<file path="src/rtl/fan_drive_controller_macros.svh">
// Assertion macros shared by the fan drive controller modules
`ifndef FAN_DRIVE_CONTROLLER_MACROS_SVH
`define FAN_DRIVE_CONTROLLER_MACROS_SVH

// Same-cycle implication, checked outside reset
`define FDC_ASSERT_SAME(label, ante, cons) \
    label: assert property (@(posedge i_clk) disable iff (!i_rst_n) (ante) |-> (cons)) \
        else $error("fan drive controller: same-cycle check failed");

// Next-cycle implication, checked outside reset
`define FDC_ASSERT_NEXT(label, ante, cons) \
    label: assert property (@(posedge i_clk) disable iff (!i_rst_n) (ante) |=> (cons)) \
        else $error("fan drive controller: next-cycle check failed");

`endif

</file>
<file path="src/rtl/fdc_pkg.sv">
// Shared constants and controller/datapath interface types for the fan drive controller
package fdc_pkg;

    localparam int TEMP_W    = 16;
    localparam int DRIVE_W   = 8;
    localparam int NUM_W     = TEMP_W + DRIVE_W;
    localparam int DIV_STEPS = NUM_W;
    localparam int CNT_W     = $clog2(DIV_STEPS);
    localparam int CFG_IDX_W = 2;

    localparam logic [DRIVE_W-1:0]  DRIVE_FULL  = 8'd255;
    localparam logic signed [9:0]   STEP_LIMIT  = 10'sd20;
    localparam logic signed [17:0]  DEAD_BAND   = 18'sd4;
    localparam logic signed [16:0]  REF_RESET   = -17'sd80;
    localparam logic [TEMP_W-1:0]   HOT_RESET   = 16'd50;
    localparam logic [TEMP_W-1:0]   COLD_RESET  = 16'd200;
    localparam logic [DRIVE_W-1:0]  BASE_RESET  = 8'd64;

    // Configuration register indexes
    localparam logic [CFG_IDX_W-1:0] REG_HOT_COUNT  = 2'd0;
    localparam logic [CFG_IDX_W-1:0] REG_COLD_COUNT = 2'd1;
    localparam logic [CFG_IDX_W-1:0] REG_BASE_DRIVE = 2'd2;

    // Commands from the controller to the datapath
    typedef struct packed {
        logic load;      // capture the input beat
        logic mul;       // form the ramp numerator and denominator
        logic div_step;  // one restoring division step
        logic commit;    // update state and present the result beat
    } t_fdc_cmd;

    // Status from the datapath to the controller
    typedef struct packed {
        logic ramp;      // sample is outside the dead band and on the ramp
        logic out_free;  // output register can take a new beat
    } t_fdc_sts;

endpackage

</file>
<file path="src/rtl/fdc_ctrl.sv">
// Sequencing state machine of the fan drive controller
`include "fan_drive_controller_macros.svh"

module fdc_ctrl import fdc_pkg::*; (
    input  logic     i_clk,
    input  logic     i_rst_n,
    input  logic     i_valid,
    output logic     o_stall,
    input  t_fdc_sts i_sts,
    output t_fdc_cmd o_cmd
);

    typedef enum logic [4:0] {
        ST_IDLE = 5'b00001,
        ST_EVAL = 5'b00010,
        ST_MUL  = 5'b00100,
        ST_DIV  = 5'b01000,
        ST_FIN  = 5'b10000
    } t_state;

    t_state            r_state, n_state;
    logic [CNT_W-1:0]  r_cnt, n_cnt;

    // Take an input beat only while idle
    assign o_stall = (r_state != ST_IDLE);

    // Next state and commands
    always_comb begin
        n_state = r_state;
        n_cnt   = r_cnt;
        o_cmd   = '0;
        unique case (r_state)
            ST_IDLE: begin
                if (i_valid) begin
                    o_cmd.load = 1'b1;
                    n_state    = ST_EVAL;
                end
            end
            ST_EVAL: begin
                n_state = i_sts.ramp ? ST_MUL : ST_FIN;
            end
            ST_MUL: begin
                o_cmd.mul = 1'b1;
                n_cnt     = '0;
                n_state   = ST_DIV;
            end
            ST_DIV: begin
                o_cmd.div_step = 1'b1;
                n_cnt          = r_cnt + 1'b1;
                if (r_cnt == CNT_W'(DIV_STEPS - 1)) begin
                    n_state = ST_FIN;
                end
            end
            ST_FIN: begin
                if (i_sts.out_free) begin
                    o_cmd.commit = 1'b1;
                    n_state      = ST_IDLE;
                end
            end
            default: begin
                n_state = ST_IDLE;
            end
        endcase
    end

    // State and step counter
    always_ff @(posedge i_clk) begin
        if (!i_rst_n) begin
            r_state <= ST_IDLE;
            r_cnt   <= '0;
        end else begin
            r_state <= n_state;
            r_cnt   <= n_cnt;
        end
    end

    `FDC_ASSERT_SAME(a_cnt_range, r_state == ST_DIV, r_cnt < CNT_W'(DIV_STEPS))
    `FDC_ASSERT_NEXT(a_load_evals, o_cmd.load, r_state == ST_EVAL)
    `FDC_ASSERT_SAME(a_commit_free, o_cmd.commit, i_sts.out_free)
    `FDC_ASSERT_NEXT(a_mul_divides, o_cmd.mul, r_state == ST_DIV && r_cnt == '0)

endmodule

</file>
<file path="src/rtl/fdc_datapath.sv">
// Registers, ramp arithmetic, serial divider and output register of the fan drive controller
`include "fan_drive_controller_macros.svh"

module fdc_datapath import fdc_pkg::*; (
    input  logic                 i_clk,
    input  logic                 i_rst_n,
    input  t_fdc_cmd             i_cmd,
    output t_fdc_sts             o_sts,
    input  logic [TEMP_W-1:0]    i_temp_count,
    input  logic                 i_cfg_we,
    input  logic [CFG_IDX_W-1:0] i_cfg_index,
    input  logic [TEMP_W-1:0]    i_cfg_data,
    output logic                 o_valid,
    input  logic                 i_stall,
    output logic [DRIVE_W-1:0]   o_drive,
    output logic                 o_drive_changed
);

    logic [TEMP_W-1:0]        r_hot, r_cold;
    logic [DRIVE_W-1:0]       r_base;
    logic signed [16:0]       r_ref;
    logic [DRIVE_W-1:0]       r_cmd, r_written;
    logic [TEMP_W-1:0]        r_var, r_den, r_rem;
    logic [NUM_W-1:0]         r_quo;
    logic                     r_out_valid;
    logic [DRIVE_W-1:0]       r_out_drive;
    logic                     r_out_changed;

    logic signed [17:0]       w_diff;
    logic                     w_act, w_below_cold, w_below_hot, w_ramp;
    logic [TEMP_W-1:0]        w_span;
    logic [DRIVE_W-1:0]       w_gain;
    logic [NUM_W-1:0]         w_num;
    logic [TEMP_W+1:0]        w_trial;
    logic signed [9:0]        w_target, w_cmd_eff, w_step, w_next;
    logic                     w_up, w_dn, w_ref_upd;
    logic [DRIVE_W-1:0]       w_clamped;
    logic                     w_out_free;

    // Classify the sample against the reference and the limits
    assign w_diff       = $signed({2'b00, r_var}) - $signed({r_ref[16], r_ref});
    assign w_act        = (w_diff > DEAD_BAND) || (w_diff < -DEAD_BAND);
    assign w_below_cold = (r_var < r_cold);
    assign w_below_hot  = (r_var < r_hot);
    assign w_ramp       = w_act && w_below_cold && !w_below_hot;

    // Ramp numerator: (255 - base) * (count - hot)
    assign w_span = r_var - r_hot;
    assign w_gain = DRIVE_FULL - r_base;
    assign w_num  = {{TEMP_W{1'b0}}, w_gain} * {{DRIVE_W{1'b0}}, w_span};

    // Restoring division trial subtract
    assign w_trial = {1'b0, r_rem, r_quo[NUM_W-1]} - {2'b00, r_den};

    // Ramp target with step limit against the previous command
    assign w_target  = $signed({2'b00, DRIVE_FULL}) - $signed({2'b00, r_quo[DRIVE_W-1:0]});
    assign w_cmd_eff = (r_cmd == '0) ? $signed({2'b00, r_base}) : $signed({2'b00, r_cmd});
    assign w_step    = w_target - w_cmd_eff;
    assign w_up      = (w_step > STEP_LIMIT);
    assign w_dn      = (w_step < -STEP_LIMIT);

    always_comb begin
        w_ref_upd = 1'b1;
        if (!w_below_cold) begin
            w_next = '0;
        end else if (w_below_hot) begin
            w_next = $signed({2'b00, DRIVE_FULL});
        end else if (w_up) begin
            w_next    = w_cmd_eff + STEP_LIMIT;
            w_ref_upd = 1'b0;
        end else if (w_dn) begin
            w_next    = w_cmd_eff - STEP_LIMIT;
            w_ref_upd = 1'b0;
        end else begin
            w_next = w_target;
        end
    end

    // Clamp to the drive range
    always_comb begin
        if (w_next > $signed({2'b00, DRIVE_FULL})) begin
            w_clamped = DRIVE_FULL;
        end else if (w_next < 10'sd0) begin
            w_clamped = '0;
        end else begin
            w_clamped = w_next[DRIVE_W-1:0];
        end
    end

    assign w_out_free   = !r_out_valid || !i_stall;
    assign o_sts.ramp     = w_ramp;
    assign o_sts.out_free = w_out_free;

    // Configuration registers
    always_ff @(posedge i_clk) begin
        if (!i_rst_n) begin
            r_hot  <= HOT_RESET;
            r_cold <= COLD_RESET;
            r_base <= BASE_RESET;
        end else if (i_cfg_we) begin
            unique case (i_cfg_index)
                REG_HOT_COUNT:  r_hot  <= i_cfg_data;
                REG_COLD_COUNT: r_cold <= i_cfg_data;
                REG_BASE_DRIVE: r_base <= i_cfg_data[DRIVE_W-1:0];
                default: ;
            endcase
        end
    end

    // Controller state: reference, last command, last written drive
    always_ff @(posedge i_clk) begin
        if (!i_rst_n) begin
            r_ref     <= REF_RESET;
            r_cmd     <= '0;
            r_written <= '0;
        end else if (i_cmd.commit && w_act) begin
            r_cmd     <= w_clamped;
            r_written <= w_clamped;
            if (w_ref_upd) begin
                r_ref <= $signed({1'b0, r_var});
            end
        end
    end

    // Sample capture, numerator load and division steps
    always_ff @(posedge i_clk) begin
        if (i_cmd.load) begin
            r_var <= i_temp_count;
        end
        if (i_cmd.mul) begin
            r_quo <= w_num;
            r_rem <= '0;
            r_den <= r_cold - r_hot;
        end else if (i_cmd.div_step) begin
            if (!w_trial[TEMP_W+1]) begin
                r_rem <= w_trial[TEMP_W-1:0];
                r_quo <= {r_quo[NUM_W-2:0], 1'b1};
            end else begin
                r_rem <= {r_rem[TEMP_W-2:0], r_quo[NUM_W-1]};
                r_quo <= {r_quo[NUM_W-2:0], 1'b0};
            end
        end
    end

    // Output register: hold until the beat is taken
    always_ff @(posedge i_clk) begin
        if (!i_rst_n) begin
            r_out_valid <= 1'b0;
        end else if (i_cmd.commit) begin
            r_out_valid <= 1'b1;
        end else if (!i_stall) begin
            r_out_valid <= 1'b0;
        end
    end

    always_ff @(posedge i_clk) begin
        if (i_cmd.commit) begin
            r_out_drive   <= w_act ? w_clamped : r_written;
            r_out_changed <= w_act && (w_clamped != r_written);
        end
    end

    assign o_valid         = r_out_valid;
    assign o_drive         = r_out_drive;
    assign o_drive_changed = r_out_changed;

    `FDC_ASSERT_SAME(a_quo_fits, i_cmd.commit && w_ramp, r_quo[NUM_W-1:DRIVE_W] == '0)
    `FDC_ASSERT_SAME(a_rem_below_den, i_cmd.commit && w_ramp, r_rem < r_den)
    `FDC_ASSERT_NEXT(a_out_hold, r_out_valid && i_stall, r_out_valid && $stable(r_out_drive) && $stable(r_out_changed))

endmodule

</file>
<file path="src/rtl/fan_drive_controller.sv">
// Top level of the fan drive controller: controller, datapath and port wiring
// One temp_count beat in gives one drive beat out. A beat is taken only while the
// sequencer is idle; for a sample inside the dead band or off the ramp the result beat
// is presented from ST_FIN straight after ST_EVAL, for a sample on the ramp after the
// 24-step restoring divider that forms (255 - base) * (count - hot) / (cold - hot)
// one quotient bit per cycle. The next sample can be taken once the result is
// registered; registering waits while an earlier result still sits in the output
// register and the receiver stalls. A new sample can be accepted while the previous
// result still waits there; configuration writes are always ready and must only be
// issued while no sample is in flight.

module fan_drive_controller import fdc_pkg::*; (
    input  logic                 i_clk,
    input  logic                 i_rst_n,
    input  logic                 i_valid,
    output logic                 o_stall,
    input  logic [TEMP_W-1:0]    i_temp_count,
    output logic                 o_valid,
    input  logic                 i_stall,
    output logic [DRIVE_W-1:0]   o_drive,
    output logic                 o_drive_changed,
    input  logic                 i_cfg_valid,
    output logic                 o_cfg_ready,
    input  logic [CFG_IDX_W-1:0] i_cfg_index,
    input  logic [TEMP_W-1:0]    i_cfg_data
);

    t_fdc_cmd w_cmd;
    t_fdc_sts w_sts;

    assign o_cfg_ready = 1'b1;

    fdc_ctrl u_ctrl (
        .i_clk   (i_clk),
        .i_rst_n (i_rst_n),
        .i_valid (i_valid),
        .o_stall (o_stall),
        .i_sts   (w_sts),
        .o_cmd   (w_cmd)
    );

    fdc_datapath u_datapath (
        .i_clk           (i_clk),
        .i_rst_n         (i_rst_n),
        .i_cmd           (w_cmd),
        .o_sts           (w_sts),
        .i_temp_count    (i_temp_count),
        .i_cfg_we        (i_cfg_valid),
        .i_cfg_index     (i_cfg_index),
        .i_cfg_data      (i_cfg_data),
        .o_valid         (o_valid),
        .i_stall         (i_stall),
        .o_drive         (o_drive),
        .o_drive_changed (o_drive_changed)
    );

endmodule

</file>
<file path="config.mk">
export PLATFORM = sky130hd
export DESIGN_NAME = fan_drive_controller
export DESIGN_NICKNAME = d
export VERILOG_FILES = /design/src/rtl/fdc_pkg.sv /design/src/rtl/fdc_ctrl.sv /design/src/rtl/fdc_datapath.sv /design/src/rtl/fan_drive_controller.sv
export VERILOG_INCLUDE_DIRS = /design/src /design/src/rtl
export SDC_FILE = /design/constraint.sdc
export NUM_CORES = 1
export LEC_CHECK = 0
export BUFFER_PORTS_ARGS = -buffer_cell sky130_fd_sc_hd__buf_2
export CAP_MARGIN = 20
export CORE_ASPECT_RATIO = 0.8
export CORE_UTILIZATION = 51
export DETAILED_ROUTE_END_ITERATION = 16
export GPL_ROUTABILITY_DRIVEN = 0
export PLACE_DENSITY = 0.75
export SLEW_MARGIN = 20
export SYNTH_ARGS = -nofsm -noshare
export SYNTH_HDL_FRONTEND = slang
export SYNTH_SLANG_ARGS = --single-unit
</file>
<file path="constraint.sdc">
create_clock -name i_clk -period 7.29 [get_ports i_clk]
set_input_delay 0.3645 -clock i_clk [delete_from_list [all_inputs] [get_ports i_clk]]
set_output_delay 0.3645 -clock i_clk [all_outputs]
set_load 0.03 [all_outputs]
</file>
## Yosys cells after proc, flatten, opt, wreduce, memory -nomap -nowiden

Index checks and enable logic that the tools add are counted.

| word-level totals | value |
|---|---|
| flip-flop bits (word level) | 157 |
| output and inout port bits | 12 |

| operators by class | value |
|---|---|
| add/subtract/negate cells | 10 |
| $mul | 1 |
| magnitude comparators | 8 |
| equal/unequal tests | 14 |
| multiplexer cells | 30 |
| reductions and logical operators | 18 |

Operators with widths:

| operator | count |
|---|---|
| 24-bit two-way mux | 2 |
| 10-bit two-way mux | 4 |
| 16-bit < comparator | 2 |
| 8-bit two-way mux | 4 |
| 16-bit subtractor | 2 |
| 5-bit case mux with 5 select lines | 1 |
| 8-bit by 16-bit multiplier with 24-bit output | 1 |
| 5-bit two-way mux | 4 |
| 18-bit by 4-bit > comparator with 1-bit output (second input constant) | 1 |
| 18-bit by 3-bit < comparator with 1-bit output (second input constant) | 1 |
| 17-bit by 16-bit subtractor with 18-bit output | 1 |
| 17-bit by 17-bit subtractor with 18-bit output | 1 |
| 16-bit two-way mux | 1 |
| 1-bit two-way mux | 13 |
| 10-bit by 6-bit adder with 10-bit output (second input constant) | 1 |
| 5-bit equality test (second input constant) | 2 |
| 10-bit by 6-bit > comparator with 1-bit output (second input constant) | 1 |
| 10-bit by 9-bit > comparator with 1-bit output (second input constant) | 1 |
| 10-bit by 1-bit < comparator with 1-bit output (second input constant) | 1 |
| 10-bit by 6-bit < comparator with 1-bit output (second input constant) | 1 |
| 5-bit case mux with 2 select lines | 1 |
| 10-bit subtractor | 1 |
| 10-bit by 6-bit subtractor with 10-bit output (second input constant) | 1 |
| 8-bit by 8-bit subtractor with 9-bit output (first input constant) | 1 |
| other kinds (20) | 32 |

## Longest topological paths before layout

| depth | value |
|---|---|
| depth in word-level cells | 13 |
| depth in mapped cells | 32 |
| gate-level depth less buffers | 32 |

## Modules after synthesis

Synthesis repeated with hierarchy kept, for this count alone.

| second synthesis, totals | value |
|---|---|
| cell total of the unflattened synthesis | 1738 |
| area, all modules | 14906.8 sq um |

By module, submodules not included:

| module | times used | cells each | area an instance (sq um) |
|---|---|---|---|
| fdc_datapath | 1 | 1657 | 14266.2 |
| fdc_ctrl | 1 | 79 | 629.4 |
| fan_drive_controller | 1 | 2 | 11.3 |

## Worst setup path after synthesis

Ideal clock, no wire load.

| timing path | value |
|---|---|
| path kind | register to register |
| from | register u_datapath.r_var[1] |
| to | register u_datapath.r_quo[22], data pin |
| arrival time | 6600 ps |
| slack | 423 ps |
| cell stages (with the launch flop) | 32 |
| period minus slack after synthesis | 6867 ps |
| cells stage by stage | edfxtp_1 -> ha_1 -> nor2b_1 -> o21ai_0 -> a21boi_0 -> o21ai_0 -> a21oi_1 -> o21ai_0 -> a21boi_0 -> o21ai_0 -> a21oi_1 -> o21a_1 -> o31a_1 -> a21oi_1 -> nand2b_1 -> fa_1 -> inv_1 -> fa_1 -> fa_1 -> inv_1 -> fa_1 -> inv_1 -> ha_1 -> a21o_1 -> a21oi_1 -> nor2_1 -> nor2_1 -> nor2_1 -> a221oi_1 -> a21oi_1 -> xnor2_1 -> o21ai_0 |

| on the way | value |
|---|---|
| cells in the longest elaborated chain, start to end | 3 |

RTL lines:

| element | RTL line | text |
|---|---|---|
| start: declaration | fdc_datapath.sv:23 | `logic [TEMP_W-1:0] r_var, r_den, r_rem;` |
| start signal: assignment | fdc_datapath.sv:128 | `r_var <= i_temp_count;` |
| 16-bit subtractor | fdc_datapath.sv:48 | `assign w_span = r_var - r_hot;` |
| 8-bit by 16-bit multiplier with 24-bit output | fdc_datapath.sv:50 | `assign w_num = {{TEMP_W{1'b0}}, w_gain} * {{DRIVE_W{1'b0}}, w_span};` |
| 24-bit two-way mux | fdc_datapath.sv:130 | `if (i_cmd.mul) begin` |
| end signal: assignment | fdc_datapath.sv:131 | `r_quo <= w_num;` |
| end signal: assignment | fdc_datapath.sv:137 | `r_quo <= {r_quo[NUM_W-2:0], 1'b1};` |
| end signal: assignment | fdc_datapath.sv:140 | `r_quo <= {r_quo[NUM_W-2:0], 1'b0};` |
| end: declaration | fdc_datapath.sv:24 | `logic [NUM_W-1:0] r_quo;` |

No other way between the ends.
A chain may end at the register's enable or synchronous reset.

## Worst setup path in the final report

| timing path | value |
|---|---|
| from | register u_datapath.r_var[1] |
| to | register u_datapath.r_quo[21], data pin |

The elaborated chain is that of the path after synthesis.

==> impl_metrics.ini <==
[synthesis]
synth-xor-area-share = 0.0326
yosysSeqAreaShare = 0.259
syn-instance-count = 1736
synth_top_family_by_area = adder cells
avgSynthCellArea_um2 = 8.43
synth-compound-area-share = 0.170
yosysUniqueCellTypes = 95
synth.area.mux_share = 0.0301
syn_area_um2 = 14600
synth_nets = 1994
synth_edf_count = 65
synth-seq-cells = 157
synth_adder_area_share = 0.235
yosys.area_share.simple = 0.195
synth_ff_type = dfxtp_1
ys_warn_count = 0
async_flop_share = 0

[grt]
antenna_found_initial = 0
grt_pass1_vias = 12144
grt-ovfl-total = 0
grtUsageTotal = 0.254
grt_max_degree = 54
grt_pass1_wl_mm = 59.9

[floorplanning]
fp.dieH_um = 153
rows = 55
die_area_um2 = 29400
coreArea_um2 = 28200
die_x_um = 191
initial_core_util = 0.518
io-pin-count = 51

[route]
dr.pass1.iters = 5
wl_per_cell_um = 16.9
postRouteAntennaNets = 0
routed_wl_mm = 36.2
initialDrtViolationCount = 1028
vias = 12521
viasPerCell = 5.84
drc = 0

[finish]
drive_above_1_share = 0.101
mostFrequentLayoutCell = inv_1
antenna_cells = 0
finalNonFillerCells = 2143
layout.nets = 2018
final_cell_mix = 218 x inv_1, 189 x nor2_1, 175 x nand2_1
fillCellCount = 2501
syn_to_final_growth_pct = 8.67

[sta]
hold_viol_final = 0
finalCritPeriodShare = 0.963
fmax_mhz = 142
finalSetupTns_ns = 0
setup_viol = 0
min_period_ns = 7.02
fin_skew_ns = 0.0104
relSlewSlack = 0.322
drv_slew = 0
worst_slew_pin_slew_ns = 1.02

[hold_path]
min_from = i_temp_count[15]
holdCritPathClass = primary input to flip-flop
hold_end = u_datapath.r_var[15]
hold_depth = 1

[setup_path]
startpoint_type = flip-flop
crit_type = flip-flop to flip-flop
cp_data_required_time_ns = 7.47
crit_top_cell = fa_1
slowest_delay_ns = 0.55
cp-end-kind = flip-flop
critical_path.max_fanout = 4
r2r_cells = 31
reg2reg_from = u_datapath.r_var[1]
rrSetupSlack_ns = 0.27
cp_data_arrival_time_ns = 7.21
cp-startpoint = u_datapath.r_var[1]
cp_slowest_cell = fa_1
r2r_end = u_datapath.r_quo[21]

[clocking]
cts_sinks = 157
path_clk_slew_ns = 0.07
cts_buffers = 17
cts_buffer_depth = 2
cts_tree = done
clkLatencyLatePin_ns = 0.45
h-tree-depth = 4
root_buffer = clkbuf_16

[power]
p_leak_nw = 7.18
ir_drop_mv = 0.962
power_density_nw_per_um2 = 471

[outcome]
status = finished, final reports clean

[placed_design]
port_buffers = 49
hpwlAfterDp_mm = 27.3
dp_cells = 2103

[job]
drv_cap = 0
## cells by family after synthesis
logic type               after synthesis
AND/OR/NAND/NOR                      601
AO/OA/AOI/OAI                        367
buffers and inverters                293
adder cells (fa/ha/maj)              222
flip-flops                           157
XOR/XNOR                              52
multiplexers                          43
other                                  1
## power by group
part	leakage [nW]	internal [mW]	total [mW]	switching, mW
clock	0.263	0.472	0.866	0.394
combinational	5.58	2.44	5.65	3.21
sequential	1.34	0.940	0.969	0.0289
total	7.18	3.85	7.49	3.63
## flip-flops by register name, indices dropped and copies added, names as in the netlist
signal                      flops
u_datapath.r_hot               16
u_datapath.r_cmd                8
u_datapath.r_ref               17
u_datapath.r_rem               16
u_datapath.o_drive_changed      1
u_datapath.o_drive              8
u_datapath.r_base               8
u_datapath.r_var               16
u_datapath.o_valid              1
u_ctrl.r_state                  5
u_ctrl.r_cnt                    5
u_datapath.r_quo               24
u_datapath.r_cold              16
u_datapath.r_den               16
## metal layers
| layer | part of all wire | GRT usage | wire, um | vias to the layer above |
|---|---|---|---|---|
| met5 | 0 | 0 | 0 | - |
| met4 | 0.018 | 0.0745 | 635 | 0 |
| met3 | 0.064 | 0.0397 | 2300 | 56 |
| met2 | 0.46 | 0.405 | 16700 | 427 |
| met1 | 0.46 | 0.355 | 16600 | 6059 |
| li1 | - | - | - | 5979 |
## per-stage QoR
stage,hold slack [ns],worst slack [ns],utilization,power [mW],area (um^2)
after floorplan,0.421,0.423,-,5.26,14600
after global placement,0.437,0.242,0.539,6.13,15200
after detailed placement,0.446,-0.178,0.539,6.39,15200
after CTS,0.0841,0.0283,0.558,7.30,15800
after global routing,0.0866,-0.136,0.563,8.31,15900
final,0.0966,0.268,0.563,7.49,15900
## critical path: cells and delay by family (launching register included)
family | cells | cell delay, ns
AOI/OAI and AO/OA | 15 | 2.62
adders and majority gates | 6 | 2.59
and+or+nand+nor | 5 | 0.59
DFF | 1 | 0.44
buffers and inverters | 4 | 0.35
xor gates and xnor gates | 1 | 0.15
## worst max path at each step
stage / to / slack, ns / depth (start not counted)
floorplan: u_datapath.r_quo[22] / 0.42 / 31
global placement: u_datapath.r_quo[21] / 0.24 / 33
detailed placement: u_datapath.r_quo[23] / -0.18 / 33
CTS: u_datapath.r_quo[21] / 0.03 / 33
global route: u_datapath.r_quo[23] / -0.14 / 31
finish: u_datapath.r_quo[21] / 0.27 / 31
## cell usage after synthesis, types with 4 or more instances
cell type	number	area share
nor2b_1	25	0.011
xor2_1	18	0.011
o211ai_1	34	0.017
a31oi_1	4	0.0017
nand3b_1	12	0.0062
ha_1	130	0.11
o311ai_0	7	0.0042
nand3_1	32	0.011
a311oi_1	5	0.0030
dfxtp_1	92	0.13
and2_1	7	0.0030
o21a_1	10	0.0051
fa_1	89	0.12
or2_2	24	0.010
mux2_2	7	0.0054
edfxtp_1	65	0.13
nand2b_1	40	0.017
buf_2	11	0.0038
o21ai_0	82	0.028
nor4_1	6	0.0026
o221ai_1	5	0.0030
mux2i_1	35	0.024
a41oi_1	4	0.0024
nand2_1	175	0.045
a21boi_0	21	0.011
clkbuf_1	57	0.015
a211oi_1	11	0.0056
xnor2_1	32	0.019
and3_1	8	0.0034
nor3_1	32	0.011
inv_1	219	0.056
a221oi_1	10	0.0060
a21o_1	26	0.013
nor2_1	190	0.049
or3_1	16	0.0068
a21oi_1	87	0.030
nand4_1	8	0.0034
o31ai_1	13	0.0067
## timing repair
item | CTS | global route
cloned | 0 | 0
pin swaps | 0 | 8
hold buffers | 0 | 0
buffers inserted | 0 | 8
resized for setup | 3 | 19
setup endpoints to repair | 4 | 8
## cell type report
class	instances	area [um^2]	share of cell area
repair buffers	76	452	0.0284
clock inverters	13	118	0.00740
multi-input cells	1286	9800	0.616
flip-flops and latches	157	3800	0.239
well taps	370	463	0.0291
clock buffers	19	433	0.0272
inverters	222	835	0.0525
(Power assumes the default switching activity.)
